===== src/design/sf3_pkg.sv =====
// ----------------------------------------------------------------------------
// sf3_pkg
// Types and constants shared by the separable 3-D window filter modules.
// ----------------------------------------------------------------------------
`default_nettype none

package sf3_pkg;

   localparam int COEF_W   = 18;
   localparam int SAMPLE_W = 16;
   localparam int FILT_W   = 24;
   localparam int POS_W    = 6;

   localparam logic signed [FILT_W-1:0] FILT_MAX = 24'sh7FFFFF;
   localparam logic signed [FILT_W-1:0] FILT_MIN = -24'sh800000;

   // item kinds
   localparam logic KIND_SAMPLE = 1'b0;
   localparam logic KIND_COEF   = 1'b1;

   // coefficient tables
   localparam logic [1:0] AXIS_TIME   = 2'd0;
   localparam logic [1:0] AXIS_HEIGHT = 2'd1;
   localparam logic [1:0] AXIS_WIDTH  = 2'd2;

   // register indexes
   localparam logic [2:0] REG_PLANE_WIDTH  = 3'd0;
   localparam logic [2:0] REG_PLANE_HEIGHT = 3'd1;
   localparam logic [2:0] REG_TAPS_TIME    = 3'd2;
   localparam logic [2:0] REG_TAPS_HEIGHT  = 3'd3;
   localparam logic [2:0] REG_TAPS_WIDTH   = 3'd4;

   typedef struct packed {
      logic                     we;
      logic [4:0]               idx;
      logic signed [COEF_W-1:0] value;
   } coef_wr_type;

   typedef enum logic [1:0] {
      ST_IDLE,
      ST_RUN,
      ST_DRAIN,
      ST_PUSH
   } sf3_state_type;

endpackage

`default_nettype wire


===== src/design/sf3_cell.sv =====
// ----------------------------------------------------------------------------
// sf3_cell
// One axis of the separable sum: holds its tap table, multiplies each
// incoming term by the reversed tap, accumulates, rounds and hands the
// finished sum to the next cell.
// ----------------------------------------------------------------------------
`default_nettype none

module sf3_cell
   import sf3_pkg::*;
#(
   parameter int IN_W     = 16,
   parameter int MAX_TAPS = 32,
   localparam int CNT_W   = $clog2(MAX_TAPS + 1),
   localparam int OUT_W   = IN_W + COEF_W + CNT_W - 15
) (
   input  wire logic                    clock,
   input  wire logic                    reset,
   input  wire logic [CNT_W-1:0]        taps,
   input  wire coef_wr_type             coef_wr,
   input  wire logic                    in_valid,
   input  wire logic signed [IN_W-1:0]  in_data,
   output logic                         out_valid,
   output logic signed [OUT_W-1:0]      out_data
);

   localparam int IDX_W  = (MAX_TAPS > 1) ? $clog2(MAX_TAPS) : 1;
   localparam int PROD_W = IN_W + COEF_W;
   localparam int ACC_W  = PROD_W + CNT_W;

   logic signed [COEF_W-1:0] coef_ff [MAX_TAPS];
   logic [CNT_W-1:0]         cnt_ff, cnt_in;
   logic                     last;
   logic [IDX_W-1:0]         tap_idx;
   logic signed [PROD_W-1:0] prod_ff, prod_in;
   logic                     va_ff, la_ff;
   logic signed [ACC_W-1:0]  acc_ff, acc_in, sum;
   logic signed [ACC_W:0]    rnd;
   logic                     out_valid_ff;
   logic signed [OUT_W-1:0]  out_data_ff;

   // load taps
   always_ff @(posedge clock) begin
      if (coef_wr.we && (32'(coef_wr.idx) < MAX_TAPS)) begin
         coef_ff[IDX_W'(coef_wr.idx)] <= coef_wr.value;
      end
   end

   // reversed tap for the current term
   always_comb begin
      last    = (cnt_ff == taps - CNT_W'(1));
      tap_idx = IDX_W'(taps - CNT_W'(1) - cnt_ff);
      prod_in = in_data * coef_ff[tap_idx];
      cnt_in  = cnt_ff;
      if (in_valid) begin
         cnt_in = last ? '0 : cnt_ff + CNT_W'(1);
      end
   end

   // accumulate and round the finished sum
   always_comb begin
      sum    = acc_ff + ACC_W'(prod_ff);
      rnd    = {sum[ACC_W-1], sum} + (ACC_W + 1)'(32768);
      acc_in = acc_ff;
      if (va_ff) begin
         acc_in = la_ff ? '0 : sum;
      end
   end

   always_ff @(posedge clock) begin
      prod_ff <= prod_in;
      la_ff   <= last;
      if (va_ff && la_ff) begin
         out_data_ff <= rnd[ACC_W:16];
      end
      if (reset) begin
         cnt_ff       <= '0;
         va_ff        <= 1'b0;
         acc_ff       <= '0;
         out_valid_ff <= 1'b0;
      end else begin
         cnt_ff       <= cnt_in;
         va_ff        <= in_valid;
         acc_ff       <= acc_in;
         out_valid_ff <= va_ff && la_ff;
      end
   end

   assign out_valid = out_valid_ff;
   assign out_data  = out_data_ff;

endmodule

`default_nettype wire


===== config.mk =====
export PLATFORM = sky130hd
export DESIGN_NAME = sf3_cell
export DESIGN_NICKNAME = d
export VERILOG_FILES = /design/src/design/sf3_pkg.sv /design/src/design/sf3_cell.sv
export SDC_FILE = /design/constraint.sdc
export NUM_CORES = 1
export LEC_CHECK = 0
export ABC_AREA = 1
export BUFFER_PORTS_ARGS = -buffer_cell sky130_fd_sc_hd__buf_2
export CORE_MARGIN = 2
export CORE_UTILIZATION = 40
export CTS_BUF_LIST = sky130_fd_sc_hd__clkbuf_4
export DETAILED_ROUTE_END_ITERATION = 10
export HOLD_SLACK_MARGIN = 0.06
export PLACE_DENSITY = 0.64
export SYNTH_ARGS = -nofsm -noshare
export SYNTH_HDL_FRONTEND = slang
export SYNTH_SLANG_ARGS = --single-unit

===== constraint.sdc =====
create_clock -name clock -period 21.4 [get_ports clock]
set_input_delay 2.14 -clock clock [delete_from_list [all_inputs] [get_ports clock]]
set_output_delay 2.14 -clock clock [all_outputs]
set_load 0.05 [all_outputs]

**After elaboration in Yosys (flattened, before gate mapping)**

Memory sizes are Yosys's and may differ from the RTL's.
Cells that the tools add are included.

- Bits in registers: 108
- Bits in latches: 0
- Memory bits (writable): 576
- Memory bits (read-only): 0
- Input bits: 49
- Memories: 1

Memories:

| memory | depth | bits a word | rd ports | clocked after memory_dff | wr ports | RTL line | text |
|---|---|---|---|---|---|---|---|
| coef_ff | 32 | 18 | 1 | 0 | 1 | sf3_cell.sv:31 | `logic signed [COEF_W-1:0] coef_ff [MAX_TAPS];` |

- $add $sub $neg: 5
- $mul: 1
- Div/mod/pow operators: 0
- Magnitude comparators: 0
- Eq/ne operators: 1
- Shifts and indexed selects: 0
- Muxes and demuxes: 4
- Bitwise operators: 0
- Reductions and logical operators: 1

Operator list:

| kind | count |
|---|---|
| adder 40 x 17 -> 41 bit (second input constant) | 1 |
| adder 40 x 34 -> 40 bit | 1 |
| two-way mux 40 bit | 1 |
| multiplier 16 x 18 -> 34 bit | 1 |
| adder 6 x 1 -> 6 bit (second input constant) | 1 |
| == test 6 bit | 1 |
| two-way mux 6 bit | 1 |
| subtractor 6 x 1 -> 6 bit (second input constant) | 1 |
| subtractor 5 bit | 1 |
| two-way mux 1 bit | 2 |
| logical AND 1 bit | 1 |

**Longest topological paths before layout**

An unclocked memory read counts as a cell.

- Depth after elaboration: 4
- Depth in mapped cells: 40
- Gate-level depth less buffers: 37

**Worst setup path before layout**

OpenSTA, ideal clock, no wires.

- Path type: input port to flip-flop
- Start: input port taps[0]
- End: register prod_ff[31]
- Library setup time: 0.123 ns
- Arrival: 9.079 ns
- Data required time: 21.277 ns
- Path slack: 12.197 ns
- Stages on the path: 35
- Cell sequence: inv_1 ha_1 inv_1 fa_1 buf_2 inv_2 buf_2 clkbuf_1 o21ai_0 o221ai_1 o211ai_1 nand3_1 nand2_2 inv_2 nand2_1 fa_1 inv_1 fa_1 inv_1 fa_1 inv_1 fa_1 fa_1 inv_1 fa_1 inv_1 ha_1 nand2_1 nor2_1 nand4_1 o21ai_0 a21boi_0 o21bai_1 a21oi_1 xor2_1

- Cells in the longest elaborated chain, start to end: 4

RTL lines:

| element | RTL line | text |
|---|---|---|
| start, declared | sf3_cell.sv:19 | `input wire logic [CNT_W-1:0] taps,` |
| subtractor 6 x 1 -> 6 bit | sf3_cell.sv:52 | `tap_idx = IDX_W'(taps - CNT_W'(1) - cnt_ff);` |
| subtractor 5 bit | sf3_cell.sv:52 |  |
| memory read (32 x 18 bit) | - |  |
| multiplier 16 x 18 -> 34 bit | sf3_cell.sv:53 | `prod_in = in_data * coef_ff[tap_idx];` |
| named net prod_in[31] | sf3_cell.sv:35 | `logic signed [PROD_W-1:0] prod_ff, prod_in;` |
| end signal, assigned | sf3_cell.sv:71 | `prod_ff <= prod_in;` |
| end, declared | sf3_cell.sv:35 |  |

The timed path passes the listed nets, and every way through them passes these cells.
A chain may end at the register's enable or synchronous reset.

**Final worst setup path**

Ends and elaborated chain as after synthesis.

==> impl_metrics.json <==
{
  "via_per_inst": 5.16,
  "syn-cell-area_sq_um": 40700,
  "gr-total-overflow": 0,
  "area_delta_synth_final_pct": 10.1,
  "post-dp-hpwl_um": 72200,
  "dpl.cell_count": 5357,
  "clk_latency_ps": 1050,
  "max_freq_mhz": 91.3,
  "syn-num-nets": 4508,
  "final_cells": 5662,
  "cts.sink_count": 684,
  "syn-mean-instance-area_sq_um": 10.1,
  "worstMarginPinSlew_ps": 1050,
  "antenna_found_initial": 3,
  "n_fill_cell": 9544,
  "cp_common_cell": "fa_1",
  "slew_violations": 0,
  "drt-initial-drc-count": 2478,
  "ys_types": 44,
  "grt_use_total": 0.207,
  "gp_congestion": 0.966,
  "io_pins": 75,
  "async_flop_share": 0,
  "setup_viol_count_final": 0,
  "slew_headroom": 0.298,
  "critPathCaptureType": "register",
  "htreeDepth": 4,
  "yosysSeqAreaShare": 0.485,
  "fp-row-count": 116,
  "antenna_left": 0,
  "cp.arrival_ps": 11800,
  "synth-seq-cells": 684,
  "vias": 29220,
  "grt_pass1_vias": 29015,
  "rsz0062_at_grt": "false",
  "firstDrtPassIters": 6,
  "min_period_ps": 10960,
  "drive_gt1_frac": 0.117,
  "grt_pass1_wl_um": 166000,
  "wl_um": 107000,
  "min_path_type": "register to register",
  "core_region_area_sq_um": 100000,
  "period_share": 0.512,
  "worstPathRequired_ps": 22240,
  "drc": 0,
  "cp_max_fo": 100,
  "synth_edf_count": 601,
  "cts_buffer_depth": 3,
  "cts_tree": "done",
  "clk_pin_slew_ps": 60,
  "cap_violations": 0,
  "path_buf_inv": 8,
  "final_cell_mix": "nand2_1, edfxtp_1, inv_1",
  "start_kind": "input pin",
  "ys.warnings.count": 0,
  "netlist_top_cells_area": "edfxtp_1, fa_1, nand2_1, inv_1, nor2_1",
  "hold_viol_final": 0,
  "wl_per_cell_um": 18.9,
  "mostFrequentLayoutCell": "nand2_1",
  "status": "completed",
  "dieWidth_um": 323,
  "cts_resized": 0,
  "cts_buffers": 175,
  "io_buffers": 74,
  "critPathKind": "input pin to register",
  "postCtsSetupRepairBufs": 0,
  "timing.hold.ws_ps": 468,
  "finalSetupTns_ps": 0,
  "cts-root-buf": "clkbuf_4",
  "grt_max_degree": 152,
  "yosysTopAreaCellShare": 0.444,
  "nNetsFinal": 4650,
  "synthCells": 4035,
  "die-area_sq_um": 104000,
  "slowest_delay_ps": 860,
  "holdBufCountCts": 0,
  "yosysTopAreaCell": "edfxtp_1",
  "start_util": 0.405,
  "die_height_um": 323,
  "synthFlopType": "edfxtp_1",
  "cpMaxStageDelayCell": "buf_4",
  "crit_family": "adder cells",
  "finalClockSkew_ps": 94.7
}
through the flow:
step / cell area (sq um) / util / setup slack [ps]
after global placement: 42500 / 0.423 / 9770
after global routing: 44800 / 0.446 / 9900
after floorplan: 40700 / - / 12200
final: 44800 / 0.446 / 10440
after CTS: 44800 / 0.446 / 10630
after detailed placement: 42500 / 0.423 / 9490
final timing paths:
check	startpoint	end	slack [ps]	cells after the start
min reg2reg	acc_ff[0]	acc_ff[0]	470	2
min	acc_ff[0]	acc_ff[0]	470	2
max	taps[0]	prod_ff[31]	10440	30
max reg2reg	cnt_ff[0]	prod_ff[31]	11340	29
worst reg2reg max path, delay by kind of cell, from the launching register on:
family                   cells  cell delay, ps
AO/OA/AOI/OAI                7            1810
XOR/XNOR                     1             150
buffers and inverters        7            2750
adder cells (fa/ha/maj)      8            3950
flip-flops                   1             360
AND/OR/NAND/NOR              6             900
registers in the layout, indices dropped and copies added (netlist names):
| signal | cells |
|---|---|
| coef_ff | 576 |
| acc_ff | 40 |
| prod_ff | 34 |
| out_data | 25 |
| cnt_ff | 6 |
| la_ff | 1 |
| out_valid | 1 |
| va_ff | 1 |
cell usage after synthesis, types with 2 or more instances:
cell	n
nand2_1	835
edfxtp_1	601
inv_1	575
nor2_1	462
fa_1	292
a21oi_1	185
o21ai_0	181
ha_1	132
nand3_1	110
clkbuf_1	106
dfxtp_1	83
o211ai_1	76
a32oi_1	72
o221ai_1	72
xor2_1	45
nand4_1	28
buf_2	27
nor2_2	20
xnor2_1	18
nand3_2	14
inv_2	13
nand2_2	12
buf_1	10
nor3_1	10
buf_6	9
nand3b_1	9
a21o_1	5
nand2_4	4
o21bai_1	4
a21boi_0	3
clkinv_1	3
dlygate4sd1_1	3
nor4_1	3
and2_1	2
xor2_2	2
cells by family after synthesis:
kind of cell / share of synthesized area
buffers and inverters: 0.0720
AOI/OAI and AO/OA: 0.0926
DFF: 0.485
adders and majority gates: 0.184
xor gates and xnor gates: 0.0148
and+or+nand+nor: 0.152
routing by layer:
| layer | track usage | wire length, um | vias up |
|---|---|---|---|
| li1 | - | - | 13799 |
| met4 | 0.0739 | 2730 | 0 |
| met2 | 0.330 | 49200 | 978 |
| met5 | 0 | 0 | - |
| met3 | 0.0346 | 7260 | 180 |
| met1 | 0.287 | 47600 | 14263 |
final cells by class:
type                       instances  area (sq um)  share of cell area
inverter                         592          2240              0.0500
tap                             1357          1700              0.0379
clock buffer                     255          1910              0.0427
antenna                            6          15.0            0.000335
clock inverter                    44           327             0.00729
multi-input combinational       2603         18200               0.405
timing repair buffer             121           723              0.0161
sequential                       684         19700               0.440
Power is not shown: default switching activity piles up to over one toggle a cycle in this logic, so the estimate is an artifact.
